--- config.mk ---
export PLATFORM = sky130hd
export DESIGN_NAME = srf_ctrl
export DESIGN_NICKNAME = d
export VERILOG_FILES = /design/src/srf_pkg.sv /design/src/srf_ctrl.sv
export SDC_FILE = /design/constraint.sdc
export NUM_CORES = 1
export LEC_CHECK = 0
export ABC_AREA = 1
export BUFFER_PORTS_ARGS = -buffer_cell sky130_fd_sc_hd__buf_2
export CAP_MARGIN = 20
export CORE_MARGIN = 1
export CORE_UTILIZATION = 57
export CTS_BUF_LIST = sky130_fd_sc_hd__clkbuf_8
export DETAILED_ROUTE_END_ITERATION = 6
export GPL_TIMING_DRIVEN = 0
export PLACE_DENSITY = 0.89
export SYNTH_ARGS = -nofsm -noshare
export SYNTH_HDL_FRONTEND = slang
export SYNTH_SLANG_ARGS = --single-unit
--- constraint.sdc ---
create_clock -name clk_i -period 3.8 [get_ports clk_i]
set_input_delay 0.57 -clock clk_i [delete_from_list [all_inputs] [get_ports clk_i]]
set_output_delay 0.57 -clock clk_i [all_outputs]
set_load 0.03 [all_outputs]
--- src/srf_pkg.sv ---
// Shared types and constants of the surrounded region fill block.
`timescale 1ns / 1ps

package srf_pkg;

  // Fixed widths of the transaction fields and the width register.
  localparam int unsigned RowW       = 64;
  localparam int unsigned IdxW       = 6;
  localparam int unsigned GridWidthW = 7;

  localparam logic [GridWidthW-1:0] GridWidthReset = 7'd64;

  typedef enum logic [1:0] {
    StLoad,
    StInit,
    StFill,
    StEmit
  } state_e;

  // Commands broadcast from the controller to every cell of the chain.
  typedef struct packed {
    logic store;
    logic init;
    logic fill;
    logic shift;
  } cell_cmd_t;

endpackage

--- src/srf_ctrl.sv ---
// Sequencer: row loading, fill iterations and result emission.
`timescale 1ns / 1ps

module srf_ctrl #(
  parameter int unsigned MAX_ROWS = 64,
  localparam int unsigned CntW    = $clog2(MAX_ROWS + 1)
) (
  input  logic               clk_i,
  input  logic               rst_ni,
  input  logic               in_valid_i,
  input  logic               in_last_i,
  output logic               in_ready_o,
  output logic               out_valid_o,
  input  logic               out_ready_i,
  input  logic               any_changed_i,
  output srf_pkg::cell_cmd_t cmd_o,
  output logic [CntW-1:0]    row_count_o,
  output logic [CntW-1:0]    emit_idx_o,
  output logic               out_last_o,
  output logic               overflow_o
);

  srf_pkg::state_e state_q, state_d;
  logic [CntW-1:0] row_count_q, row_count_d;
  logic [CntW-1:0] emit_idx_q, emit_idx_d;
  logic            ovf_q, ovf_d;
  logic            in_fire;
  logic            out_fire;
  logic            room;
  logic            is_last_out;

  assign room        = row_count_q < CntW'(MAX_ROWS);
  assign in_fire     = in_valid_i && in_ready_o;
  assign out_fire    = out_valid_o && out_ready_i;
  assign is_last_out = emit_idx_q == (row_count_q - CntW'(1));

  // Next state.
  always_comb begin
    state_d = state_q;
    unique case (state_q)
      srf_pkg::StLoad: if (in_fire && in_last_i) state_d = srf_pkg::StInit;
      srf_pkg::StInit: state_d = srf_pkg::StFill;
      srf_pkg::StFill: if (!any_changed_i) state_d = srf_pkg::StEmit;
      srf_pkg::StEmit: if (out_fire && is_last_out) state_d = srf_pkg::StLoad;
      default:         state_d = srf_pkg::StLoad;
    endcase
  end

  // Outputs and counters.
  always_comb begin
    in_ready_o  = 1'b0;
    out_valid_o = 1'b0;
    cmd_o       = '0;
    row_count_d = row_count_q;
    emit_idx_d  = emit_idx_q;
    ovf_d       = ovf_q;
    unique case (state_q)
      srf_pkg::StLoad: begin
        in_ready_o = 1'b1;
        if (in_valid_i) begin
          if (room) begin
            cmd_o.store = 1'b1;
            row_count_d = row_count_q + CntW'(1);
          end else begin
            ovf_d = 1'b1;
          end
        end
        emit_idx_d = '0;
      end
      srf_pkg::StInit: cmd_o.init = 1'b1;
      srf_pkg::StFill: cmd_o.fill = 1'b1;
      srf_pkg::StEmit: begin
        out_valid_o = 1'b1;
        if (out_ready_i) begin
          cmd_o.shift = 1'b1;
          emit_idx_d  = emit_idx_q + CntW'(1);
          if (is_last_out) begin
            row_count_d = '0;
            ovf_d       = 1'b0;
          end
        end
      end
      default: ;
    endcase
  end

  always_ff @(posedge clk_i or negedge rst_ni) begin
    if (!rst_ni) begin
      state_q     <= srf_pkg::StLoad;
      row_count_q <= '0;
      emit_idx_q  <= '0;
      ovf_q       <= 1'b0;
    end else begin
      state_q     <= state_d;
      row_count_q <= row_count_d;
      emit_idx_q  <= emit_idx_d;
      ovf_q       <= ovf_d;
    end
  end

  assign row_count_o = row_count_q;
  assign emit_idx_o  = emit_idx_q;
  assign out_last_o  = is_last_out;
  assign overflow_o  = ovf_q;

endmodule

Yosys cells after proc, flatten, opt, wreduce, memory -nomap -nowiden
Index checks and enable logic that the tools add are counted.

cells by class
  $lt $le $gt $ge = 1
  equality and inequality tests = 12
  bitwise logic cells = 0
  mux-type cells = 25
  divide/modulo/power cells = 0
  $add $sub $neg = 3
  multipliers = 0
  shift operators = 0
  reduce and logical (&&, ||, !) cells = 10

operators by type and width
  operator             count
  $mux 7               5
  $pmux 7 s2           2
  $ne 2x2->1 const B   8
  $add 7x1->7 const B  2
  $mux 1               13
  $reduce_and 5->1     2
  $pmux 2 s4           1
  $eq 7x7->1           1
  $lt 7x7->1 const B   1
  $sub 7x1->7 const B  1
  $mux 2               3
  $eq 2x2->1 const B   2
  $logic_and 1x1->1    4
  $reduce_and 3->1     1
  $eq 2x1->1 const B   1
  $logic_not 2->1      1
  $pmux 1 s2           1
  $reduce_and 2->1     1
  $reduce_bool 2->1    1

storage, ports and cells
  bits in writable memories = 0
  memories kept = 0
  bits in read-only memories = 0
  register bits = 17
  word-level logic and storage cells = 55
  latch bits = 0

Longest topological paths before layout
  depth in word-level cells = 6
  depth in mapped cells = 14

Worst setup path before layout
Ideal clock, no wire load.

  kind = register -> output
  start = register row_count_q[0], in the netlist row_count_o[0]
  end = output out_last_o
  buffers on the path = 0
  cell stages (with the launch flop) = 9
  data required time = 3.230 ns
  arrival time = 1.647 ns
  setup slack = 1.583 ns
  cells stage by stage = dfrtp_1 inv_2 ha_1 xnor2_1 nor2_1 nand3_1 nor2_4 nand2_2 inv_2

on the way
  longest elaborated chain between the ends = 2

RTL lines
  what                    RTL line        RTL
  start, declared         srf_ctrl.sv:24  logic [CntW-1:0] row_count_q, row_count_d;
  start signal, assigned  srf_ctrl.sv:95  row_count_q <= row_count_d;
  $sub 7x1->7             srf_ctrl.sv:35  assign is_last_out = emit_idx_q == (row_count_q - CntW'(1));
  $eq 7x7->1              srf_ctrl.sv:35
  end, declared           srf_ctrl.sv:19  output logic out_last_o,

Every way passes these cells.

Final worst setup path
Same ends and word-level chain as after synthesis.

==> out/metrics.yaml <==
status:
  status: "complete, no violations"
timing:
  finalCritPeriodShare_pct: 67.41
  clock_skew_ps: 4.251
  worst_pin_slew_ps: 608.3
  max_slew_margin_pct: 59.17
  final-setup-viol-count: 0
  slew_viol_final: 0
  setup_slack_ps: 1238
  rsz0062_at_grt: "no"
  final.setup.tns_ps: 0
  min_period_ps: 2562
  max_clock_freq_mhz: 390.4
  hold_violations: 0
power:
  power.leakage_nw: 0.8406
  irDropWorstVdd_uv: 562.7
  powerDensity_mw_per_mm2: 760.5
route:
  ant_nets: 0
  routed_wl_um: 3077
  via_count: 1336
  wire_per_inst_um: 12.51
  drt_iter0_markers: 48
  viasPerCell: 5.431
  first_pass_iters: 4
  route.detailed.drc: 0
cells_and_area:
  stdcell_count: 246
  multiInputGateArea_um2: 726.9
  area_growth_pct: 16.78
  nets: 233
  seq_area_um2: 425.4
  n_antenna_cell: 0
  drive_above_1_share_pct: 22.83
  fillers: 162
worst_hold_path:
  hp-class: "in -> async"
global_routing:
  overflow: 0
  grt_pass1_vias: 1195
  grt.total_usage_pct: 27.30
  antenna_found_initial: 0
  grt_pass1_wl_um: 5085
  grt_max_degree: 18
clocking:
  clockBufferDepth: 2
  clk_pin_slew_ps: 70
  clock_sinks: 17
  htree_levels: 1
  clockRootBuffer: "clkbuf_8"
  insertion_delay_ps: 250
  cts_hold_buf: 0
  postCtsSetupRepairBufs: 0
  cts_inserted_buffers: 3
  ctsResizeCount: 0
  cts_tree: "done"
synth:
  ys_seq_area_share_pct: 33.37
  synth.avg_cell_area_um2: 6.782
  yosys.area.top_type: "dfrtp_1"
  synth_area_leaders: "dfrtp_1 33%, nand2_1 18%, nand3_1 9.8%"
  netlist_area_mm2: 0.001275
  yosysWarnings: 0
  synth_simple_gate_area_share_pct: 43.18
  syn_nets: 201
  yosysMostFrequentCell: "nand2_1"
  ys_seq_elements: 17
  yosysUniqueCellTypes: 25
  synth_xor_area_share_pct: 2.061
  postSynth.asyncResetShare_pct: 100.0
  netlist_top_cells_count: "61 x nand2_1, 25 x nand3_1, 21 x inv_1"
  synth_top_family_by_area: "simple AND/OR/NAND/NOR gates"
  synth_edf_count: 0
  synth_compound_area_share_pct: 4.907
  synth_top_cell_area_share_pct: 33.37
  synthFlopType: "dfrtp_1"
  synth_cells: 188
  muxShareOfSynthArea_pct: 0
  synth-adder-area-share_pct: 6.869
critical_path:
  cp-startpoint: "row_count_o[0]"
  crit_path_end_kind: "primary output"
  critPathKind: "reg -> out"
  path_cells: "inv_2 -> ha_1 -> inv_1 -> nand2_1 -> nand2_1 -> nand2_1 -> nand2_1 -> nand3_1 -> nor2_4 -> nand2_2 -> inv_2 -> buf_2"
  slowest_stage: "dfrtp_1"
  worstRegToRegCells: 14
  timing.critical_path.mode_cell: "nand2_1"
  r2r-start: "row_count_o[0]"
  cp_max_fo: 7
  start_kind: "flip-flop"
  crit_required_ps: 3230
  slowest_delay_ps: 480
  worst_ep_arrival_time_ps: 1990
placement:
  placed_cells: 242
  routabilityCongestion: 0.8453
  place_ws_ps: 1538
  portBuffers: 27
  hpwl_um: 2257
job:
  cap_viol_max_count: 0
die:
  dieArea_mm2: 0.002430
  rows: 16
  core_area_mm2: 0.002022
  die_y_um: 49.30
  ios: 28
  fp.dieW_um: 49.30
  start_util_pct: 63.06
cell type report:
cell class              count  area share, %
plain buffers               4          1.933
multi-input cells         142          48.82
inverters                  25          6.303
clock inverters             1         0.2521
clock buffers               3          2.773
flip-flops and latches     17          28.57
well taps                  27          2.269
repair buffers             27          9.076
cell families (layout without fill, tap and decap cells):
kind of cell	after synthesis	in the layout
compound gates	11	11
flops	17	17
simple gates	121	121
buf+inv	29	60
fa+ha+maj	7	7
xor+xnor	3	3
layout by cell type, fill, tap and decap left out, drive strengths merged:
master,n
a21oi,5
a22o,1
buf,31
clkbuf,3
dfrtp,17
ha,7
inv,26
nand2,66
nand3,26
nand4,2
nor2,18
nor3,7
o21ai,3
o22ai,1
o31ai,1
or2,2
xnor2,2
xor2,1
per-layer routing:
metal | global-route usage [%] | vias up | wire (um)
met5 | 0 | - | 0
met4 | 11.27 | 0 | 56
met3 | 3.115 | 7 | 199
met2 | 47.95 | 60 | 1535
met1 | 33.53 | 609 | 1286
li1 | - | 660 | -
final timing paths:
| check | slack (ps) | to |
|---|---|---|
| worst min register to register | 480 | overflow_o |
| min in group clk_i | 480 | overflow_o |
| max in group asynchronous | 3280 | emit_idx_o[5] |
| worst min-delay path | 230 | row_count_o[1] |
| worst max-delay path | 1240 | out_last_o |
| worst max register to register | 1830 | row_count_o[5] |
sequential cells by signal (all words and copies together), names as in the netlist:
register / cells
state_q: 2
row_count_o: 7
emit_idx_o: 7
overflow_o: 1
worst max-delay path, delay by kind of cell, from the launching register on:
kind                       cells  cell delay, ps
and+or+nand+nor                7             570
DFF                            1             480
buffers and inverters          4             410
adders and majority gates      1             270
power by group:
group / switching [mW] / internal, mW
combinational: 0.487 / 0.235
clock: 0.0608 / 0.0717
sequential: 0.0550 / 0.224
metrics by stage:
step	hold slack, ps	power [mW]	cell area (um2)	utilization [%]
floorplan	274.4	0.8365	1275	-
global placement	454.7	0.9545	1444	71.41
detailed placement	465.9	0.9902	1444	71.41
CTS	252.5	1.125	1489	73.64
global route	260.0	1.219	1489	73.64
finish	234.6	1.132	1489	73.64
No activity file was read; power rests on OpenSTA's default activity.
