## src/srf_pkg.sv

```systemverilog
// Shared types and constants of the surrounded region fill block.
`timescale 1ns / 1ps

package srf_pkg;

  // Fixed widths of the transaction fields and the width register.
  localparam int unsigned RowW       = 64;
  localparam int unsigned IdxW       = 6;
  localparam int unsigned GridWidthW = 7;

  localparam logic [GridWidthW-1:0] GridWidthReset = 7'd64;

  typedef enum logic [1:0] {
    StLoad,
    StInit,
    StFill,
    StEmit
  } state_e;

  // Commands broadcast from the controller to every cell of the chain.
  typedef struct packed {
    logic store;
    logic init;
    logic fill;
    logic shift;
  } cell_cmd_t;

endpackage

```

## src/srf_cell.sv

```systemverilog
// One cell of the chain: holds one grid row and its reachability row.
`timescale 1ns / 1ps

module srf_cell #(
  parameter int unsigned ColW = 64
) (
  input  logic               clk_i,
  input  srf_pkg::cell_cmd_t cmd_i,
  input  logic               wr_en_i,
  input  logic [ColW-1:0]    wr_data_i,
  input  logic               valid_i,
  input  logic               border_row_i,
  input  logic [ColW-1:0]    col_mask_i,
  input  logic [ColW-1:0]    side_mask_i,
  input  logic [ColW-1:0]    up_reach_i,
  input  logic [ColW-1:0]    down_reach_i,
  output logic [ColW-1:0]    reach_o,
  output logic               changed_o
);

  logic [ColW-1:0] grid_q;
  logic [ColW-1:0] reach_q, reach_d;
  logic [ColW-1:0] open_cells;
  logic [ColW-1:0] neigh;
  logic [ColW-1:0] grown;

  // Cells beyond the stored rows read as closed, so their reach stays empty.
  assign open_cells = grid_q & col_mask_i & {ColW{valid_i}};
  assign neigh      = (reach_q << 1) | (reach_q >> 1) | up_reach_i | down_reach_i;
  assign grown      = reach_q | (neigh & open_cells);

  always_comb begin
    reach_d = reach_q;
    if (cmd_i.init) begin
      reach_d = border_row_i ? open_cells : (open_cells & side_mask_i);
    end else if (cmd_i.fill) begin
      reach_d = grown;
    end else if (cmd_i.shift) begin
      reach_d = down_reach_i;
    end
  end

  assign changed_o = cmd_i.fill && (grown != reach_q);
  assign reach_o   = reach_q;

  always_ff @(posedge clk_i) begin
    if (cmd_i.store && wr_en_i) begin
      grid_q <= wr_data_i;
    end
    reach_q <= reach_d;
  end

endmodule

```

## config.mk

```make
export PLATFORM = sky130hd
export DESIGN_NAME = srf_cell
export DESIGN_NICKNAME = d
export VERILOG_FILES = /design/src/srf_pkg.sv /design/src/srf_cell.sv
export SDC_FILE = /design/constraint.sdc
export NUM_CORES = 1
export LEC_CHECK = 0
export BUFFER_PORTS_ARGS = -buffer_cell sky130_fd_sc_hd__buf_2
export CORE_AREA = 3 3 153 155
export CTS_BUF_LIST = sky130_fd_sc_hd__clkbuf_8
export DETAILED_ROUTE_END_ITERATION = 6
export DIE_AREA = 0 0 156 158
export HOLD_SLACK_MARGIN = 0.15
export PLACE_DENSITY = 0.72
export SETUP_SLACK_MARGIN = 0.02
export SLEW_MARGIN = 40
export SYNTH_ARGS = -nofsm -noshare
export SYNTH_HDL_FRONTEND = slang
export SYNTH_SLANG_ARGS = --single-unit
```

## constraint.sdc

```tcl
create_clock -name clk_i -period 3.8 [get_ports clk_i]
set_input_delay 0.57 -clock clk_i [delete_from_list [all_inputs] [get_ports clk_i]]
set_output_delay 0.57 -clock clk_i [all_outputs]
set_load 0.02 [all_outputs]
```

======== After elaboration in Yosys (flattened, before gate mapping) ========
Cells that the tools add are included.
storage, ports and cells
  register bits ........................... 128
  output and inout bits ................... 65
  word-level logic and storage cells ...... 18
operators by class
  reduce and logical (&&, ||, !) cells .... 3
  mux-type cells .......................... 4
  equal/unequal tests ..................... 1
  bitwise operators ....................... 8
operators with widths
  cell               number
  $and 64x64->64     4
  $mux 64            4
  $or 64x64->64      3
  $ne 64x64->1       1
  $or 64x63->64      1
  $reduce_bool 3->1  1
  $logic_and 1x1->1  2

======== Logic depth before layout (Yosys ltp) ========
Gate-level depths: netlist of the first run.
  word-level depth ........................ 7
  mapped depth ............................ 7

======== Worst setup path before layout of the first run ========
Ideal clock, no wire load.
  path type ............................... input to register
  start point ............................. in cmd_i[1] (netlist bit)
  end point ............................... reg reach_q[0], in the netlist reach_o[0], enable pin
  buffers on the path ..................... 2
  data arrival time ....................... 2.522 ns
  slack ................................... 0.853 ns
  stages .................................. 3
  required time ........................... 3.375 ns
  cell sequence ........................... clkbuf_1 > clkbuf_1 > or3_1
on the way
  word-level cells in the longest chain between the ends .. 1
ends and longest elaborated chain
  what                         RTL line        text
  start: declaration           srf_cell.sv:8   input srf_pkg::cell_cmd_t cmd_i,
  $reduce_bool 3->1 (no line)  --
  end signal: assignment       srf_cell.sv:50  reach_q <= reach_d;
  end: declaration             srf_cell.sv:22  logic [ColW-1:0] reach_q, reach_d;
Every way passes these cells.
A chain may end at the register's enable or synchronous reset.

======== Worst setup path after layout of the first run ========
  start point ............................. reg reach_q[17], in the netlist reach_o[17]
  end point ............................... out changed_o
on the way
  word-level cells in the longest chain between the ends .. 7
ends and longest elaborated chain
  what                         RTL line        text
  $or 64x63->64                srf_cell.sv:29  assign neigh = (reach_q << 1) | (reach_q >> 1) | up_reach_i | down_reach_i;
  $or 64x64->64 (2 in series)  srf_cell.sv:29
  $and 64x64->64               srf_cell.sv:30  assign grown = reach_q | (neigh & open_cells);
  $or 64x64->64                srf_cell.sv:30
  $ne 64x64->1 (*)             srf_cell.sv:43  assign changed_o = cmd_i.fill && (grown != reach_q);
  $logic_and 1x1->1 (*)        srf_cell.sv:43
  end: declaration             srf_cell.sv:18  output logic changed_o
Mark *: on every way between the ends. The rest lies on a longest branch, timed or not.

==> results.sh, run 1 <==
export IMPL_status="finished, final reports clean"
export IMPL_drt_iter0_drc=812
export IMPL_dp_hpwl_mm=25.14
export IMPL_max_vdd_ir_drop_v=0.0002548
export IMPL_cts_buffer_depth=2
export IMPL_synthTopCellsByCount="edfxtp_1, o22ai_1, o211ai_1"
export IMPL_p_int_mw=2.694
export IMPL_root_buffer="clkbuf_8"
export IMPL_final_max_slew_viol_count=0
export IMPL_syn_area_mm2=0.007072
export IMPL_slew_headroom_pct=46.50
export IMPL_grt_pass1_wl_mm=46.47
export IMPL_initial_core_util_pct=32.21
export IMPL_slowest_delay_ns=0.55
export IMPL_p_leak_nw=3.847
export IMPL_cp_arrival_ns=2.92
export IMPL_viasPerCell=5.977
export IMPL_synth_area_leaders="edfxtp_1, o22ai_1, o2bb2ai_1, o211ai_1, or4_1"
export IMPL_synthArstFlopShare_pct=0
export IMPL_rsz0062_at_grt="false"
export IMPL_cellPowerDensity_mw_per_mm2=399.6
export IMPL_cp_max_fo=5
export IMPL_syn_inst=617
export IMPL_synth_distinct_cells=25
export IMPL_clock_sinks=128
export IMPL_final_nets=1327
export IMPL_fmaxAchievable_ghz=0.2868
export IMPL_io_pins=393
export IMPL_start_kind="flop"
export IMPL_maxCapViolCount=0
export IMPL_n_fill_cell=2127
export IMPL_cp_data_required_time_ns=3.23
export IMPL_synth_largest_area_cell="edfxtp_1"
export IMPL_power_mw=3.913
export IMPL_drive_gt1_share_pct=43.77
export IMPL_yosysSeqAreaShare_pct=54.35
export IMPL_post_place_ws_ns=0.3556
export IMPL_antenna_found_initial=2
export IMPL_fin_crit_ns=3.486
export IMPL_cp_end_kind="output port"
export IMPL_clk_pin_slew_ns=0.09
export IMPL_switching_power_mw=1.218
export IMPL_firstDrtPassIters=5
export IMPL_coreArea_mm2=0.02196
export IMPL_post_cts_buffers=0
export IMPL_htree_levels=4
export IMPL_gr_usage_all_layers_pct=25.04
export IMPL_crit_type="flop to output port"
export IMPL_comb_power_share_pct=20.0
export IMPL_grt_overflow=0
export IMPL_hold_path_class="primary input to flop"
export IMPL_pwr_share_clk_pct=32.0
export IMPL_p_seq_share_pct=48.0
export IMPL_critPathTopFamily="simple AND/OR/NAND/NOR gates"
export IMPL_synth_nets=945
export IMPL_hold_viol=0
export IMPL_gp_congestion=0.9300
export IMPL_critPathMostFrequentCell="nand4_1"
export IMPL_final_area_mm2=0.009791
export IMPL_layout_setup_ws_ns=0.3136
export IMPL_drc_errors=0
export IMPL_critPathBufInv=1
export IMPL_netlist_area_leader_share_pct=54.35
export IMPL_grt_use_met1_pct=32.24
export IMPL_synth_seq_cells=128
export IMPL_busiest_layer="met2"
export IMPL_finalSetupTns_ns=0
export IMPL_synth_area_per_cell_um2=11.46
export IMPL_ys_warnings_count=0
export IMPL_die_w_um=156
export IMPL_io_buffer_count=392
export IMPL_whs_ns=0.3053
export IMPL_synth_edff_count=128
export IMPL_setup_viol=0
export IMPL_multi_input_area_mm2=0.003087
export IMPL_use_met3_pct=4.948
export IMPL_dieHeight_um=158
export IMPL_dpl_instance_area_mm2=0.009376
export IMPL_min_period_over_period_pct=91.75
export IMPL_cts_tree="yes"
export IMPL_regArea_mm2=0.003844
export IMPL_synthToLayoutAreaGrowth_pct=38.45
export IMPL_route_vias_total=7728
export IMPL_grt_pass1_vias=7510
export IMPL_synth_most_common_cell="edfxtp_1"
export IMPL_clk_latency_ns=0.43
export IMPL_finalClockSkew_ns=0.009306
export IMPL_dieArea_mm2=0.02465
export IMPL_cts_buffers_inserted=17
export IMPL_postRouteAntennaNets=0
export IMPL_crit_slowest_cell="or4_1"
export IMPL_num_rows=54
export IMPL_swShare_pct=31.14
export IMPL_grt_max_degree=79
export IMPL_worst_pin_slew_ns=0.7996
export IMPL_ys_flop_type="edfxtp_1"
export IMPL_crit_chain="or4_1 > nand4_1 > o22ai_1 > nor4_1 > nand4_1 > o21a_1 > buf_2"
export IMPL_routed_wl_mm=32.45
export IMPL_wl_per_cell_um=25.10
export IMPL_use_met2_pct=42.97
path summary, 6_finish.rpt:
path	end	cells past startpoint	start	slack, ns
max reg2reg	reach_o[34]$_DFFE_PP_	4	reach_o[35]$_DFFE_PP_	1.89
min reg2reg	reach_o[27]$_DFFE_PP_	2	grid_q[27]$_DFFE_PP_	0.68
min	grid_q[42]$_DFFE_PP_	1	wr_data_i[42]	0.31
max	changed_o	7	reach_o[17]$_DFFE_PP_	0.31
power by group through the flow:
| stage | Sequential [mW] | Clock (mW) | Combinational [mW] |
|---|---|---|---|
| after floorplan | 1.92 | 0 | 0.308 |
| after CTS | 1.88 | 1.28 | 0.785 |
| after detailed placement | 1.91 | 0 | 0.781 |
| final | 1.88 | 1.25 | 0.784 |
| after global routing | 1.89 | 1.34 | 0.844 |
| after global placement | 1.91 | 0 | 0.765 |
sequential cells by signal, indices dropped and copies added (netlist names):
signal	cells
grid_q	64
reach_o	64
final cells by class:
class | count | area share (%)
Clock buffer | 17 | 2.390
Clock inverter | 15 | 1.751
Tap cell | 280 | 3.578
Multi-Input combinational cell | 447 | 31.53
Timing Repair Buffer | 405 | 21.47
Antenna cell | 1 | 0.02556
Sequential cell | 128 | 39.26
worst reg2reg max path, stage by stage (launching register included):
cell       delay (ns)
edfxtp_1         0.54
or4_1            0.60
nand4_1          0.25
o2bb2ai_1        0.17
o22ai_1          0.09
cell usage in the layout (no fill, tap or decap):
master	instances
buf_2	390
edfxtp_1	128
nand3_1	6
or4_1	58
o21a_1	1
bufinv_16	3
clkinv_4	4
o32ai_1	3
clkinv_2	1
or3_1	1
nor4_1	7
nor3_1	6
o2bb2ai_1	57
nor2_1	19
and2b_2	1
clkinv_1	2
o22ai_1	89
nand2_2	1
buf_4	12
nand4_1	60
a211oi_1	2
buf_12	3
nor4_4	2
clkinvlp_4	4
clkbuf_8	17
diode_2	1
nor2b_1	56
o211ai_1	62
o21ai_0	4
a21o_1	2
or3_4	1
nor4_2	3
and2_4	1
and3b_1	1
nand2_1	4
inv_1	1
cell families (layout without fill, tap and decap cells):
kind of cell | count (synthesis) | count (layout) | synth area share, %
other | 0 | 1 | 0
AO/OA/AOI/OAI | 220 | 220 | 22.70
flip-flops | 128 | 128 | 54.35
buffers and inverters | 42 | 437 | 2.229
AND/OR/NAND/NOR | 227 | 227 | 20.72
metrics by stage:
step                      std cells  utilization (%)
after floorplan                 617                -
after global placement         1258            42.51
after detailed placement       1260            42.70
after CTS                      1292            44.58
after global routing           1292            44.58
final                          1293            44.59
per-layer routing:
| layer | wire length (um) | vias to the layer above |
|---|---|---|
| met5 | 13 | - |
| met4 | 646 | 2 |
| met3 | 2359 | 48 |
| li1 | - | 3441 |
| met1 | 13010 | 3787 |
| met2 | 16430 | 450 |
timing repair:
item	4_1_cts	5_1_grt
setup endpoints to repair	1	0
gates resized for setup	1	0
hold buffers	0	0
Power figures use the tool's default switching activity.
==> run 2, diff against run 1 <==
==> constraint.sdc (replaced) <==
create_clock -name clk_i -period 3.8 [get_ports clk_i]
set_input_delay 0.38 -clock clk_i [delete_from_list [all_inputs] [get_ports clk_i]]
set_output_delay 0.38 -clock clk_i [all_outputs]
set_load 0.02 [all_outputs]
==> results.sh, run 2 (synthesis gave the netlist of run 1 again) <==
export IMPL_initial_core_util_pct=32.21
export IMPL_cp_end_kind="output port"
export IMPL_viasPerCell=6.017
export IMPL_final_area_mm2=0.01042
export IMPL_clk_pin_slew_ns=0.09
export IMPL_pwr_share_clk_pct=32.8
export IMPL_postRouteAntennaNets=0
export IMPL_cp_arrival_ns=3.07
export IMPL_fmaxAchievable_ghz=0.2898
export IMPL_setup_viol=0
export IMPL_synthToLayoutAreaGrowth_pct=47.36
export IMPL_drc_errors=0
export IMPL_drt_iter0_drc=854
export IMPL_num_rows=54
export IMPL_final_max_slew_viol_count=0
export IMPL_cellPowerDensity_mw_per_mm2=388.2
export IMPL_grt_pass1_vias=8139
export IMPL_min_period_over_period_pct=90.79
export IMPL_utilization_pct=47.46
export IMPL_comb_power_share_pct=20.9
export IMPL_dieArea_mm2=0.02465
export IMPL_coreArea_mm2=0.02196
export IMPL_rsz0062_at_grt="false"
export IMPL_io_buffer_count=392
export IMPL_antenna_found_initial=2
export IMPL_grt_overflow=0
export IMPL_crit_type="flop to output port"
export IMPL_maxCapViolCount=0
export IMPL_fin_crit_ns=3.450
export IMPL_cts_resized=0
export IMPL_max_vdd_ir_drop_v=0.0002448
export IMPL_wl_per_cell_um=25.24
export IMPL_slew_headroom_pct=44.15
export IMPL_worst_pin_slew_ns=0.8347
export IMPL_hold_viol=0
export IMPL_htree_levels=4
export IMPL_final_nets=1390
export IMPL_routed_wl_mm=34.20
export IMPL_cts_buffer_depth=2
export IMPL_cts_buffers_inserted=17
export IMPL_layout_commonest_cell="buf_2"
export IMPL_power_mw=4.046
export IMPL_gp_congestion=0.9373
export IMPL_start_kind="flop"
export IMPL_die_w_um=156
export IMPL_cp_max_fo=5
export IMPL_post_cts_buffers=0
export IMPL_grt_pass1_wl_mm=49.06
export IMPL_p_seq_share_pct=46.3
export IMPL_gr_usage_all_layers_pct=26.44
export IMPL_n_antenna_cell=0
export IMPL_grt_max_degree=63
export IMPL_hold_path_class="primary input to flop"
export IMPL_p_leak_nw=4.118
export IMPL_status="finished, final reports clean"
export IMPL_final_cell_mix="buf_2, edfxtp_1, o22ai_1"
export IMPL_p_int_mw=2.803
export IMPL_cts_tree="yes"
export IMPL_finalSetupTns_ns=0
export IMPL_switching_power_mw=1.243
export IMPL_clock_sinks=128
export IMPL_finalClockSkew_ns=0.01324
export IMPL_ctsHoldBuffers=64
export IMPL_firstDrtPassIters=5
export IMPL_dpl_instance_area_mm2=0.009354
export IMPL_swShare_pct=30.72
export IMPL_route_vias_total=8153
export IMPL_clk_latency_ns=0.45
export IMPL_root_buffer="clkbuf_8"
export IMPL_dieHeight_um=158
export IMPL_cp_data_required_time_ns=3.42
export IMPL_drive_gt1_share_pct=41.02
export IMPL_dp_hpwl_mm=25.82
export IMPL_io_pins=393
export IMPL_reg2reg_slack_ns=1.91
-- run 2: cell count changes in the layout (fill, tap and decap cells not counted) --
| cell | change |
|---|---|
| dlygate4sd3_1 | +64 |
| clkinv_4 | -4 |
| inv_6 | +3 |
| buf_12 | -1 |
| buf_2 | +1 |
| buf_4 | -1 |
| bufinv_16 | +1 |
| clkinv_1 | -1 |
| diode_2 | -1 |
| inv_1 | +1 |
| nor4_1 | +1 |
| nor4_2 | -1 |
-- run 2: path summary, 6_finish.rpt --
kind / startpoint / endpoint / depth (start not counted)
worst max-delay path: reach_o[10]$_DFFE_PP_ / changed_o / 7
worst min-delay path: side_mask_i[47] / reach_o[47]$_DFFE_PP_ / 3
worst max register to register: reach_o[38]$_DFFE_PP_ / reach_o[37]$_DFFE_PP_ / 4
worst min register to register: grid_q[38]$_DFFE_PP_ / reach_o[38]$_DFFE_PP_ / 2
-- run 2: cell type report --
class,instances,area [um2]
fill,1989,11540
sequential,128,3844
multi-input combinational,447,3080
timing repair buffer,468,2720
tap,280,350.3
clock buffer,17,234.0
clock inverter,15,192.7
-- run 2: stage by stage --
stage                     cells  setup slack [ns]  hold slack [ns]
after floorplan             617             1.043           0.4789
after global placement     1257            0.7283           0.5574
after detailed placement   1259            0.7602           0.5581
after CTS                  1355            0.3092           0.3000
after global routing       1355            0.1263           0.3063
final                      1355            0.3498           0.3254
-- run 2: power groups by stage --
stage	clock network [mW]	registers, mW	logic [mW]
floorplan	0	1.92	0.308
global placement	0	1.90	0.779
detailed placement	0	1.91	0.788
CTS	1.34	1.87	0.843
global route	1.40	1.89	0.909
finish	1.33	1.87	0.845
-- run 2: routing by layer --
layer | routed length, um | up-vias | track usage, %
met1 | 13170 | 3897 | 32.77
met3 | 3028 | 87 | 5.385
met2 | 16900 | 594 | 45.53
met4 | 1077 | 4 | 10.09
met5 | 21 | - | 0
li1 | - | 3571 | -
-- run 2: critical path, stage by stage (launching register included) --
cell,delay [ns]
edfxtp_1,0.50
or4_1,0.55
nand4_1,0.18
o22ai_1,0.19
nor4_1,0.51
nand4_1,0.23
o21a_1,0.28
buf_2,0.18
